--- config.mk ---
export PLATFORM = sky130hd
export DESIGN_NAME = voltage_bar_gauge_colors_flat
export DESIGN_NICKNAME = d
export VERILOG_FILES = /design/src/design/vbgc_pkg.sv /design/src/design/vbgc_if.sv /design/src/design/vbgc_level.sv /design/src/design/vbgc_colour.sv /design/src/design/voltage_bar_gauge_colors.sv /design/src/flat_wrapper.sv
export SDC_FILE = /design/constraint.sdc
export NUM_CORES = 1
export LEC_CHECK = 0
export BUFFER_PORTS_ARGS = -buffer_cell sky130_fd_sc_hd__buf_2
export CORE_MARGIN = 3
export CORE_UTILIZATION = 30
export CTS_BUF_LIST = sky130_fd_sc_hd__clkbuf_16
export DETAILED_ROUTE_END_ITERATION = 8
export PLACE_DENSITY = 0.45
export SYNTH_ARGS = -nofsm -noshare
export SYNTH_HDL_FRONTEND = slang
export SYNTH_SLANG_ARGS = --single-unit
--- constraint.sdc ---
create_clock -name clk -period 22.1 [get_ports clk]
set_input_delay 3.315 -clock clk [delete_from_list [all_inputs] [get_ports clk]]
set_output_delay 3.315 -clock clk [all_outputs]
set_load 0.1 [all_outputs]
--- src/design/vbgc_pkg.sv ---
// Shared types, widths, register codes and arithmetic helpers for the voltage bar gauge.
// No dependencies; every other design file imports this package.
package vbgc_pkg;

  // Field and datapath widths
  localparam int VOLT_W    = 12;   // millivolt sample and scale registers
  localparam int LEVEL_W   = 9;    // gauge level 0..256
  localparam int QUO_W     = 8;    // quotient bits of the level division
  localparam int IDX_W     = 2;    // led_index field
  localparam int CNT_W     = 3;    // LED counter, covers up to eight LEDs
  localparam int CH_W      = 8;    // one colour channel
  localparam int SUM_W     = 12;   // level times LED count
  localparam int PROD_W    = 17;   // colour weight times brightness
  localparam int CFG_IDX_W = 1;

  localparam int DIV_STEPS_PER_STAGE = 2;
  localparam int DIV_STAGES          = QUO_W / DIV_STEPS_PER_STAGE;

  localparam logic [LEVEL_W-1:0] FULL_LEVEL = LEVEL_W'(256);

  // Configuration register indexes
  localparam logic [CFG_IDX_W-1:0] REG_SCALE_MIN = CFG_IDX_W'(0);
  localparam logic [CFG_IDX_W-1:0] REG_SCALE_MAX = CFG_IDX_W'(1);

  localparam logic [VOLT_W-1:0] SCALE_MIN_RST = VOLT_W'(300);
  localparam logic [VOLT_W-1:0] SCALE_MAX_RST = VOLT_W'(900);

  // One stage of the level divider
  typedef struct packed {
    logic              full;
    logic              zero;
    logic [VOLT_W-1:0] rem;
    logic [VOLT_W-1:0] dvs;
    logic [QUO_W-1:0]  quo;
  } div_stage_t;

  // Level handed from the divider to the colour stage
  typedef struct packed {
    logic               valid;
    logic [LEVEL_W-1:0] level;
  } level_beat_t;

  // Restoring division: a few quotient bits per pipeline stage
  function automatic div_stage_t div_step(input div_stage_t st);
    div_stage_t        res;
    logic [VOLT_W:0]   t;
    res = st;
    for (int j = 0; j < DIV_STEPS_PER_STAGE; j++) begin
      t = {res.rem, 1'b0};
      if (t >= {1'b0, res.dvs}) begin
        res.rem = VOLT_W'(t - {1'b0, res.dvs});
        res.quo = {res.quo[QUO_W-2:0], 1'b1};
      end else begin
        res.rem = t[VOLT_W-1:0];
        res.quo = {res.quo[QUO_W-2:0], 1'b0};
      end
    end
    return res;
  endfunction

  // floor(p * 255 / 65536)
  function automatic logic [CH_W-1:0] chan_scale(input logic [PROD_W-1:0] p);
    logic [PROD_W+7:0] w;
    w = {p, 8'h00} - {8'h00, p};
    return w[PROD_W+6:PROD_W-1];
  endfunction

endpackage

--- src/design/vbgc_if.sv ---
// Valid/ready channel interfaces for the gauge sample input and the LED colour output.
// Depends on vbgc_pkg for field widths.
interface vbgc_in_if import vbgc_pkg::*; ();
  logic              valid;
  logic              ready;
  logic [VOLT_W-1:0] voltage_mv;

  modport source (output valid, output voltage_mv, input ready);
  modport sink (input valid, input voltage_mv, output ready);
endinterface

interface vbgc_out_if import vbgc_pkg::*; ();
  logic             valid;
  logic             ready;
  logic [IDX_W-1:0] led_index;
  logic [CH_W-1:0]  red_level;
  logic [CH_W-1:0]  green_level;
  logic [CH_W-1:0]  blue_level;
  logic             last_led;

  modport source (output valid, output led_index, output red_level, output green_level,
                  output blue_level, output last_led, input ready);
  modport sink (input valid, input led_index, input red_level, input green_level,
                input blue_level, input last_led, output ready);
endinterface

--- src/design/vbgc_level.sv ---
// Gauge level pipeline: range check, then a staged restoring divider giving 0..256.
// Depends on vbgc_pkg (div_stage_t, div_step, level_beat_t).
module vbgc_level import vbgc_pkg::*; (
  input  logic              clk,
  input  logic              rst_n,
  input  logic              in_valid,
  input  logic [VOLT_W-1:0] in_volt,
  input  logic [VOLT_W-1:0] scale_min,
  input  logic [VOLT_W-1:0] scale_max,
  input  logic              advance,
  output level_beat_t       lvl_o
);

  logic [DIV_STAGES:0] valid_r;
  div_stage_t          st_r   [0:DIV_STAGES];
  div_stage_t          st_nxt [0:DIV_STAGES];

  // Classify the sample and set up the division (v - min) / (max - min),
  // then advance the divider by a few bits per stage
  always_comb begin
    st_nxt[0].full = (in_volt >= scale_max);
    st_nxt[0].zero = (in_volt < scale_max) &&
                     ((scale_max <= scale_min) || (in_volt <= scale_min));
    st_nxt[0].rem  = in_volt - scale_min;
    st_nxt[0].dvs  = scale_max - scale_min;
    st_nxt[0].quo  = '0;
    for (int k = 0; k < DIV_STAGES; k++) begin
      st_nxt[k+1] = div_step(st_r[k]);
    end
  end

  // Valid bits travel with the data; hold everything on a stall
  always_ff @(posedge clk) begin
    if (!rst_n) begin
      valid_r <= '0;
    end else if (advance) begin
      valid_r <= {valid_r[DIV_STAGES-1:0], in_valid};
    end
  end

  always_ff @(posedge clk) begin
    if (advance) begin
      for (int k = 0; k <= DIV_STAGES; k++) begin
        st_r[k] <= st_nxt[k];
      end
    end
  end

  // Pick the level from the flags or the quotient
  always_comb begin
    lvl_o.valid = valid_r[DIV_STAGES];
    if (st_r[DIV_STAGES].full) begin
      lvl_o.level = FULL_LEVEL;
    end else if (st_r[DIV_STAGES].zero) begin
      lvl_o.level = '0;
    end else begin
      lvl_o.level = {1'b0, st_r[DIV_STAGES].quo};
    end
  end

endmodule

--- src/design/vbgc_colour.sv ---
// LED serialiser and colour pipeline: one colour beat per LED, brightness, hue, scaling.
// Depends on vbgc_pkg and the vbgc_out_if interface.
module vbgc_colour import vbgc_pkg::*; #(
  parameter int LED_COUNT = 3
) (
  input  logic           clk,
  input  logic           rst_n,
  input  level_beat_t    lvl_i,
  output logic           take,
  vbgc_out_if.source     out_ch
);

  logic               busy_r;
  logic [CNT_W-1:0]   cnt_r;
  logic [LEVEL_W-1:0] n_r;
  logic               adv;
  logic               issue;
  logic               cnt_last;

  // First colour stage
  logic               c1_valid_r;
  logic [LEVEL_W-1:0] c1_b_r, c1_xm_r, c1_xc_r;
  logic               c1_upper_r, c1_last_r;
  logic [IDX_W-1:0]   c1_idx_r;
  logic [LEVEL_W-1:0] b_nxt, xm_nxt, xc_nxt;
  logic               upper_nxt;
  logic [SUM_W-1:0]   s, base, diff;
  logic [LEVEL_W:0]   m2;

  // Second colour stage
  logic               c2_valid_r;
  logic [PROD_W-1:0]  c2_pm_r, c2_pc_r;
  logic               c2_upper_r, c2_last_r;
  logic [IDX_W-1:0]   c2_idx_r;

  // Output register
  logic               out_valid_r;
  logic [IDX_W-1:0]   out_idx_r;
  logic [CH_W-1:0]    out_red_r, out_green_r, out_blue_r;
  logic               out_last_r;
  logic [CH_W-1:0]    ch_m, ch_c;

  assign adv      = !out_valid_r || out_ch.ready;
  assign issue    = busy_r && adv;
  assign cnt_last = (cnt_r == CNT_W'(LED_COUNT - 1));
  assign take     = !busy_r || (issue && cnt_last);

  // Serialiser: hold one level and step through the LEDs
  always_ff @(posedge clk) begin
    if (!rst_n) begin
      busy_r <= 1'b0;
      cnt_r  <= '0;
    end else if (take) begin
      busy_r <= lvl_i.valid;
      cnt_r  <= '0;
    end else if (issue) begin
      cnt_r  <= cnt_r + CNT_W'(1);
    end
  end

  always_ff @(posedge clk) begin
    if (take && lvl_i.valid) begin
      n_r <= lvl_i.level;
    end
  end

  // Brightness of this LED and the hue weights
  always_comb begin
    s     = SUM_W'(n_r * LED_COUNT);
    base  = SUM_W'({cnt_r, 8'h00});
    diff  = s - base;
    if (s <= base) begin
      b_nxt = '0;
    end else if (diff > SUM_W'(FULL_LEVEL)) begin
      b_nxt = FULL_LEVEL;
    end else begin
      b_nxt = diff[LEVEL_W-1:0];
    end
    upper_nxt = n_r[LEVEL_W-1] | n_r[LEVEL_W-2];
    m2        = {n_r, 1'b0};
    if (upper_nxt) begin
      m2 = m2 - (LEVEL_W+1)'(FULL_LEVEL);
    end
    xm_nxt = m2[LEVEL_W-1:0];
    xc_nxt = FULL_LEVEL - xm_nxt;
  end

  // Advance the colour pipeline together with the output register
  always_ff @(posedge clk) begin
    if (!rst_n) begin
      c1_valid_r  <= 1'b0;
      c2_valid_r  <= 1'b0;
      out_valid_r <= 1'b0;
    end else if (adv) begin
      c1_valid_r  <= busy_r;
      c2_valid_r  <= c1_valid_r;
      out_valid_r <= c2_valid_r;
    end
  end

  assign ch_m = chan_scale(c2_pm_r);
  assign ch_c = chan_scale(c2_pc_r);

  always_ff @(posedge clk) begin
    if (adv) begin
      c1_b_r      <= b_nxt;
      c1_xm_r     <= xm_nxt;
      c1_xc_r     <= xc_nxt;
      c1_upper_r  <= upper_nxt;
      c1_idx_r    <= cnt_r[IDX_W-1:0];
      c1_last_r   <= cnt_last;

      c2_pm_r     <= PROD_W'(c1_xm_r) * PROD_W'(c1_b_r);
      c2_pc_r     <= PROD_W'(c1_xc_r) * PROD_W'(c1_b_r);
      c2_upper_r  <= c1_upper_r;
      c2_idx_r    <= c1_idx_r;
      c2_last_r   <= c1_last_r;

      out_idx_r   <= c2_idx_r;
      out_last_r  <= c2_last_r;
      out_red_r   <= c2_upper_r ? ch_m : '0;
      out_green_r <= c2_upper_r ? ch_c : ch_m;
      out_blue_r  <= c2_upper_r ? '0 : ch_c;
    end
  end

  assign out_ch.valid       = out_valid_r;
  assign out_ch.led_index   = out_idx_r;
  assign out_ch.red_level   = out_red_r;
  assign out_ch.green_level = out_green_r;
  assign out_ch.blue_level  = out_blue_r;
  assign out_ch.last_led    = out_last_r;

endmodule

--- src/design/voltage_bar_gauge_colors.sv ---
// Voltage bar gauge colours, top level: scale registers, level pipeline, colour pipeline.
// Depends on vbgc_pkg, vbgc_if, vbgc_level and vbgc_colour.
//
// Each accepted voltage sample produces LED_COUNT colour beats, LED 0 first, the final one
// flagged with last_led. The colour side issues one beat per cycle while the output is not
// stalled, so the sample rate is set by the LED serialiser, which holds a level until all its
// LEDs are issued. A sample crosses a five-stage level pipeline (range check and a restoring
// divider resolving two quotient bits per stage), the serialiser and three colour stages. An
// output stall holds the output register and back-pressures the stages behind it without loss.
// Scale registers reset to 300 mV and 900 mV; write them only while the block is idle. No
// clearing pass after reset.
module voltage_bar_gauge_colors import vbgc_pkg::*; #(
  parameter int LED_COUNT = 3
) (
  input  logic                 clk,
  input  logic                 rst_n,
  vbgc_in_if.sink              in_ch,
  vbgc_out_if.source           out_ch,
  input  logic                 cfg_we,
  input  logic [CFG_IDX_W-1:0] cfg_index,
  input  logic [VOLT_W-1:0]    cfg_wdata
);

  logic [VOLT_W-1:0] scale_min_r;
  logic [VOLT_W-1:0] scale_max_r;
  level_beat_t       lvl;
  logic              col_take;
  logic              lvl_adv;

  // Scale registers
  always_ff @(posedge clk) begin
    if (!rst_n) begin
      scale_min_r <= SCALE_MIN_RST;
      scale_max_r <= SCALE_MAX_RST;
    end else if (cfg_we) begin
      case (cfg_index)
        REG_SCALE_MIN: scale_min_r <= cfg_wdata;
        REG_SCALE_MAX: scale_max_r <= cfg_wdata;
        default: ;
      endcase
    end
  end

  // Hold the level pipeline only while its result waits for the serialiser
  assign lvl_adv     = !lvl.valid || col_take;
  assign in_ch.ready = lvl_adv;

  vbgc_level u_level (
    .clk       (clk),
    .rst_n     (rst_n),
    .in_valid  (in_ch.valid),
    .in_volt   (in_ch.voltage_mv),
    .scale_min (scale_min_r),
    .scale_max (scale_max_r),
    .advance   (lvl_adv),
    .lvl_o     (lvl)
  );

  vbgc_colour #(
    .LED_COUNT (LED_COUNT)
  ) u_colour (
    .clk    (clk),
    .rst_n  (rst_n),
    .lvl_i  (lvl),
    .take   (col_take),
    .out_ch (out_ch)
  );

  // Red and blue never light together on one beat
  a_no_red_blue: assert property (@(posedge clk) disable iff (!rst_n)
    out_ch.valid |-> (out_ch.red_level == '0 || out_ch.blue_level == '0))
    else $error("red and blue both lit on one beat");

  // The flagged beat belongs to the final LED
  a_last_index: assert property (@(posedge clk) disable iff (!rst_n)
    (out_ch.valid && out_ch.last_led) |-> (out_ch.led_index == IDX_W'(LED_COUNT - 1)))
    else $error("last_led on wrong LED index");

  // Input stalls only behind a level waiting for the serialiser
  a_stall_cause: assert property (@(posedge clk) disable iff (!rst_n)
    !in_ch.ready |-> (lvl.valid && !col_take))
    else $error("input stalled without a waiting level");

  // A held level is not dropped across a stall
  a_level_held: assert property (@(posedge clk) disable iff (!rst_n)
    (lvl.valid && !col_take) |=> (lvl.valid && $stable(lvl.level)))
    else $error("waiting level lost or changed");

endmodule

--- src/flat_wrapper.sv ---
// flat-port wrapper written by rule: the top's interface ports become plain ports
module voltage_bar_gauge_colors_flat import vbgc_pkg::*;
#(
  parameter int LED_COUNT = 3
)
  (clk, rst_n, cfg_we, cfg_index, cfg_wdata, in_ch_valid, in_ch_voltage_mv, in_ch_ready, out_ch_valid, out_ch_led_index, out_ch_red_level, out_ch_green_level, out_ch_blue_level, out_ch_last_led, out_ch_ready);
  vbgc_in_if in_ch_i ();
  vbgc_out_if out_ch_i ();
  input  logic clk;
  input  logic rst_n;
  input  logic cfg_we;
  input  logic [CFG_IDX_W-1:0] cfg_index;
  input  logic [VOLT_W-1:0] cfg_wdata;
  input wire logic [$bits(in_ch_i.valid)-1:0] in_ch_valid;
  input wire logic [$bits(in_ch_i.voltage_mv)-1:0] in_ch_voltage_mv;
  output wire logic [$bits(in_ch_i.ready)-1:0] in_ch_ready;
  output wire logic [$bits(out_ch_i.valid)-1:0] out_ch_valid;
  output wire logic [$bits(out_ch_i.led_index)-1:0] out_ch_led_index;
  output wire logic [$bits(out_ch_i.red_level)-1:0] out_ch_red_level;
  output wire logic [$bits(out_ch_i.green_level)-1:0] out_ch_green_level;
  output wire logic [$bits(out_ch_i.blue_level)-1:0] out_ch_blue_level;
  output wire logic [$bits(out_ch_i.last_led)-1:0] out_ch_last_led;
  input wire logic [$bits(out_ch_i.ready)-1:0] out_ch_ready;
  assign in_ch_i.valid = in_ch_valid;
  assign in_ch_i.voltage_mv = in_ch_voltage_mv;
  assign in_ch_ready = in_ch_i.ready;
  assign out_ch_valid = out_ch_i.valid;
  assign out_ch_led_index = out_ch_i.led_index;
  assign out_ch_red_level = out_ch_i.red_level;
  assign out_ch_green_level = out_ch_i.green_level;
  assign out_ch_blue_level = out_ch_i.blue_level;
  assign out_ch_last_led = out_ch_i.last_led;
  assign out_ch_i.ready = out_ch_ready;
  voltage_bar_gauge_colors #(.LED_COUNT(LED_COUNT)) u_core (.clk(clk), .rst_n(rst_n), .in_ch(in_ch_i), .out_ch(out_ch_i), .cfg_we(cfg_we), .cfg_index(cfg_index), .cfg_wdata(cfg_wdata));
endmodule
Yosys cells after proc, flatten, opt, wreduce, memory -nomap -nowiden
Memory sizes are Yosys's and may differ from the RTL's.
Index checks and enable logic that the tools add are counted.
Word-level totals
  register bits: 141
  RAM bits: 170
  memories kept: 1
Memory list
  u_core.u_level.st_r: words 5, width 34, read ports 5, clocked after Yosys merged registers in 0, write ports 5, RTL line vbgc_level.sv:15  | div_stage_t st_r [0:DIV_STAGES];
Cells by class
  $add $sub $neg: 16
  multipliers: 3
  magnitude comparators: 14
  eq/ne operators: 1
  mux-type cells: 21
  bitwise logic cells: 3
  reduce and logical (&&, ||, !) cells: 16
Operators with widths (count)
  12-bit subtractor: 10
  13-bit by 12-bit >= comparator with 1-bit output: 8
  12-bit 2-to-1 mux: 8
  24-bit by 17-bit subtractor with 24-bit output: 2
  9-bit by 9-bit multiplier with 17-bit output: 2
  12-bit less-or-equal comparator: 2
  9-bit 2-to-1 mux: 2
  12-bit >= comparator: 1
  12-bit by 9-bit > comparator with 1-bit output (second input constant): 1
  12-bit less-than comparator: 1
  11-bit by 11-bit subtractor with 12-bit output: 1
  11-bit less-or-equal comparator: 1
  9-bit by 2-bit multiplier with 11-bit output (second input constant): 1
  1-bit 2-to-1 mux: 10
  9-bit subtractor (first input constant): 1
  9-bit subtractor (second input constant): 1
  8-bit 2-to-1 mux: 1
  2-bit OR reduction: 3
  1-bit logical AND: 4
  1-bit logical OR: 4
  2-bit AND reduction: 2
  3-bit by 1-bit adder with 3-bit output (second input constant): 1
  3-bit by 2-bit == test with 1-bit output (second input constant): 1
  1-bit zero test: 3
  2 further kinds: 3

Depth between registers and ports, before layout
  depth in word-level cells: 8
  mapped depth: 22
  mapped depth without buffers: 20

Cells and area by module
A second synthesis with hierarchy kept.
Second synthesis, totals
  cell total of the unflattened synthesis: 2003
  area, all modules: 20767.4 um^2
By module, submodules not included
  vbgc_level: instances 1, cells each 989, area each 10287.4 um^2, sequential area each 3883.7 um^2
  vbgc_colour: instances 1, cells each 911, area each 9514.1 um^2, sequential area each 3113.0 um^2
  voltage_bar_gauge_colors: instances 1, cells each 103, area each 965.9 um^2, sequential area each 480.5 um^2

Worst setup path after synthesis
OpenSTA, ideal clock, no wires.
  path type: input to output
  start point: in out_ch_ready
  end point: out in_ch_ready
  arrival: 9.304 ns
  data required time: 18.785 ns
  setup slack: 9.481 ns
  cell stages on the path: 4
  cells stage by stage: nor2b_1 -> inv_1 -> a21boi_0 -> nand2_1
Between the ends
  cells in the longest elaborated chain, start to end: 5
RTL lines
  from (decl): RTL line flat_wrapper.sv:23  | input wire logic [$bits(out_ch_i.ready)-1:0] out_ch_ready;
  1-bit logical OR: RTL line vbgc_colour.sv:43  | assign adv = !out_valid_r || out_ch.ready;
  1-bit logical AND: RTL line vbgc_colour.sv:44  | assign issue = busy_r && adv;
  1-bit logical AND: RTL line vbgc_colour.sv:46  | assign take = !busy_r || (issue && cnt_last);
  1-bit logical OR: RTL line vbgc_colour.sv:46
  1-bit logical OR: RTL line voltage_bar_gauge_colors.sv:45  | assign lvl_adv = !lvl.valid || col_take;
  to (decl): RTL line flat_wrapper.sv:16  | output wire logic [$bits(in_ch_i.ready)-1:0] in_ch_ready;
No other way between the ends.

Worst setup path after layout
Ends and elaborated chain as after synthesis.

==> results.yml <==
grt:
  gr-total-overflow: 0
  antenna_found_initial: 0
  grt_pass1_vias: 13900
  grt_usage: 0.122
  grt_max_degree: 74
  grt_pass1_wl_microns: 70200
synth:
  ys_top_cells_by_count: "inv_1 (262), ha_1 (236), edfxtp_1 (225)"
  async_reset_ff_frac: 0
  synth_area_sq_um: 20000
  ys_ff_latch: 261
  yosysMostFrequentCell: "inv_1"
  syn_inst: 1914
  synth-seq-area-share: 0.375
  yosys.area_share.simple: 0.123
  yosysTopAreaCell: "edfxtp_1"
  synthFlopType: "edfxtp_1"
  synth.mux.area_fraction: 0.0346
  synth_top_family_by_area: "adder cells"
  yosys_warnings: 0
  yosysUniqueCellTypes: 69
  synth_compound_area_frac: 0.113
  synthXorXnorAreaFrac: 0.0579
  synth_edf_count: 225
  synth_area_per_cell_sq_um: 10.4
  synthAdderAreaFrac: 0.241
  synth.net_count: 2273
  yosys.area.top_type_share: 0.339
  synthTopCellsByArea: "edfxtp_1 (34%), ha_1 (15%), fa_1 (9.3%), inv_1 (4.9%), xnor2_1 (4.5%)"
cts:
  cts_hold_buf: 0
  cts.path.max_buffers: 3
  root_buffer: "clkbuf_16"
  h-tree-depth: 1
  clock_sinks: 261
  post_cts_resized: 0
  post_cts_buffers: 0
  numCtsBuffers: 31
  clock_latency_ns: 0.59
  tritoncts: "built"
  clkTransAtPathRegs_ns: 0.06
die:
  ios: 59
  rows: 93
  die_h_microns: 264
  core_area_sq_um: 65200
  die-area_sq_um: 69700
  start_util: 0.306
  dieWidth_microns: 264
drt:
  totalWireLength_microns: 42100
  post_drt_via_cell_ratio: 4.65
  vias: 13300
  drc: 0
  wl_per_cell_microns: 14.7
  dr.pass1.iters: 7
  ant_nets: 0
  drt_first_iter_violations: 506
cells_and_area:
  diodes: 0
  area_growth_pct: 11.5
  final_cells: 2858
  drive_gt1_frac: 0.0884
  nNetsFinal: 2338
  post-route-util: 0.341
worst_setup_path:
  r2r_start: "u_core.u_level.st_r[0][77]"
  end_kind: "output port"
  critPathRequiredTime_ns: 18.78
  crit_type: "in -> out"
  reg2reg_to: "u_core.u_level.st_r[0][133]"
  crit_fanout: 29
  reg2reg_depth: 18
  start_kind: "input pin"
  reg2reg_slack_ns: 15.95
  worst_ep_arrival_time_ns: 5.61
  crit_start: "out_ch_ready"
  critPathCapture: "in_ch_ready"
power:
  p_total_w: 0.00284
  ir_drop_v: 0.0000716
  p_leak_nw: 9.95
  power_density_nw_per_um2: 128
flow_run:
  maxCapViolations: 0
hold_path:
  hp-class: "reg -> reg"
sta:
  clock.fmax_mhz: 112
  hold_viol_final: 0
  rsz0062_at_grt: "no"
  fin_crit_sh: 0.404
  slew_headroom: 0.262
  clock_skew_ns: 0.0184
  setup_viol: 0
  finalCriticalPeriod_ns: 8.93
  worst_pin_slew_ns: 1.11
  setup_tns_ns: 0
  drv_slew: 0
place:
  port_buffers: 58
  dpl.cell_count: 2801
  gp_congestion: 0.830
  dp_hpwl_microns: 32900
status:
  status: "complete, no violations"
==> per-layer routing <==
| metal | wire, microns | share of wire | GRT usage |
|---|---|---|---|
| met5 | 0 | 0 | 0 |
| met4 | 1180 | 0.028 | 0.0335 |
| met3 | 1140 | 0.027 | 0.0168 |
| met2 | 20200 | 0.48 | 0.215 |
| met1 | 19500 | 0.46 | 0.155 |
==> logic make-up (layout without fill, tap and decap cells) <==
kind of cell	Yosys count	after routing
XOR/XNOR	132	132
buffers and inverters	294	383
AND/OR/NAND/NOR	491	491
multiplexers	60	60
adder cells (fa/ha/maj)	329	329
flip-flops	261	261
AO/OA/AOI/OAI	347	347
==> area by class of cell <==
class / instances / area [sq um]
clock inverters: 26 / 224
clock buffers: 31 / 776
flip-flops and latches: 261 / 7480
fillers: 6594 / 42900
well taps: 855 / 1070
multi-input cells: 1359 / 11400
repair buffers: 64 / 335
inverters: 262 / 985
==> layout by cell type, fill, tap and decap left out, types with 5 or more instances in the layout <==
cell / Yosys / final
nand2_1: 161 / 160
o21ai_0: 69 / 69
and3_1: 13 / 13
a21oi_1: 104 / 104
clkbuf_16: 0 / 31
nand2b_1: 18 / 18
mux2i_1: 12 / 12
nand3_1: 17 / 17
and2_1: 93 / 93
mux2_4: 8 / 8
xnor2_1: 102 / 102
a21o_1: 36 / 36
o21bai_1: 19 / 19
o211ai_1: 12 / 12
clkinv_1: 0 / 8
buf_4: 0 / 6
a211oi_1: 8 / 8
buf_2: 3 / 58
inv_1: 262 / 265
o31ai_1: 9 / 9
xor2_1: 30 / 30
nor2b_1: 39 / 39
fa_1: 93 / 93
nor3_1: 19 / 18
nor2_1: 91 / 91
edfxtp_1: 225 / 225
a21boi_0: 24 / 24
ha_1: 236 / 236
dfxtp_1: 36 / 36
nand4_1: 17 / 17
o21a_1: 27 / 27
o41ai_1: 5 / 5
mux2_2: 40 / 40
clkinvlp_4: 0 / 6
==> per-stage QoR <==
step	setup WS, ns	hold slack (ns)	instance area [sq um]
floorplan	9.48	0.400	20000
global placement	13.16	0.401	21200
detailed placement	13.06	0.405	21200
finish	13.17	0.411	22200
CTS	13.07	0.418	22200
global route	12.87	0.423	22200
==> worst max-delay path, stage by stage <==
cell	delay (ns)
buf_2	0.09
nor2b_1	0.33
clkinv_2	0.42
a21boi_0	0.62
nand2_4	0.37
buf_2	0.42
==> state kept, by name (all words and copies together), names as in the netlist, 2 cells and up <==
name / cells
u_core.u_colour.cnt_r: 3
u_core.u_colour.c1_idx_r: 2
u_core.u_colour.c2_idx_r: 2
u_core.u_colour.c1_xm_r: 8
u_core.u_colour.out_ch.blue_level: 8
u_core.u_colour.c2_pc_r: 15
u_core.u_level.st_r: 126
u_core.scale_max_r: 12
u_core.u_colour.c1_xc_r: 7
u_core.u_colour.c2_pm_r: 16
u_core.u_colour.out_ch.led_index: 2
u_core.u_colour.out_ch.green_level: 8
u_core.u_colour.out_ch.red_level: 8
u_core.u_colour.n_r: 9
u_core.u_colour.c1_b_r: 9
u_core.u_level.valid_r: 5
u_core.scale_min_r: 12
==> worst min-delay path by stage <==
stage / depth (start not counted) / start / end
floorplan: 0 / u_core.u_colour.c1_idx_r[0] / u_core.u_colour.c2_idx_r[0]
global placement: 0 / u_core.u_level.st_r[0][134] / u_core.u_level.st_r[0][168]
detailed placement: 0 / u_core.u_colour.c2_idx_r[1] / u_core.u_colour.out_ch.led_index[1]
CTS: 0 / u_core.u_colour.c1_last_r / u_core.u_colour.c2_last_r
global route: 0 / u_core.u_colour.c1_last_r / u_core.u_colour.c2_last_r
finish: 0 / u_core.u_colour.c1_last_r / u_core.u_colour.c2_last_r
==> report_power, final <==
part | switching (W) | internal, W | total (W)
clock network | 0.000212 | 0.000290 | 0.000502
registers | 0.0000517 | 0.000700 | 0.000752
logic | 0.000824 | 0.000758 | 0.00158
total | 0.00109 | 0.00175 | 0.00284
Power figures use the tool's default switching activity.
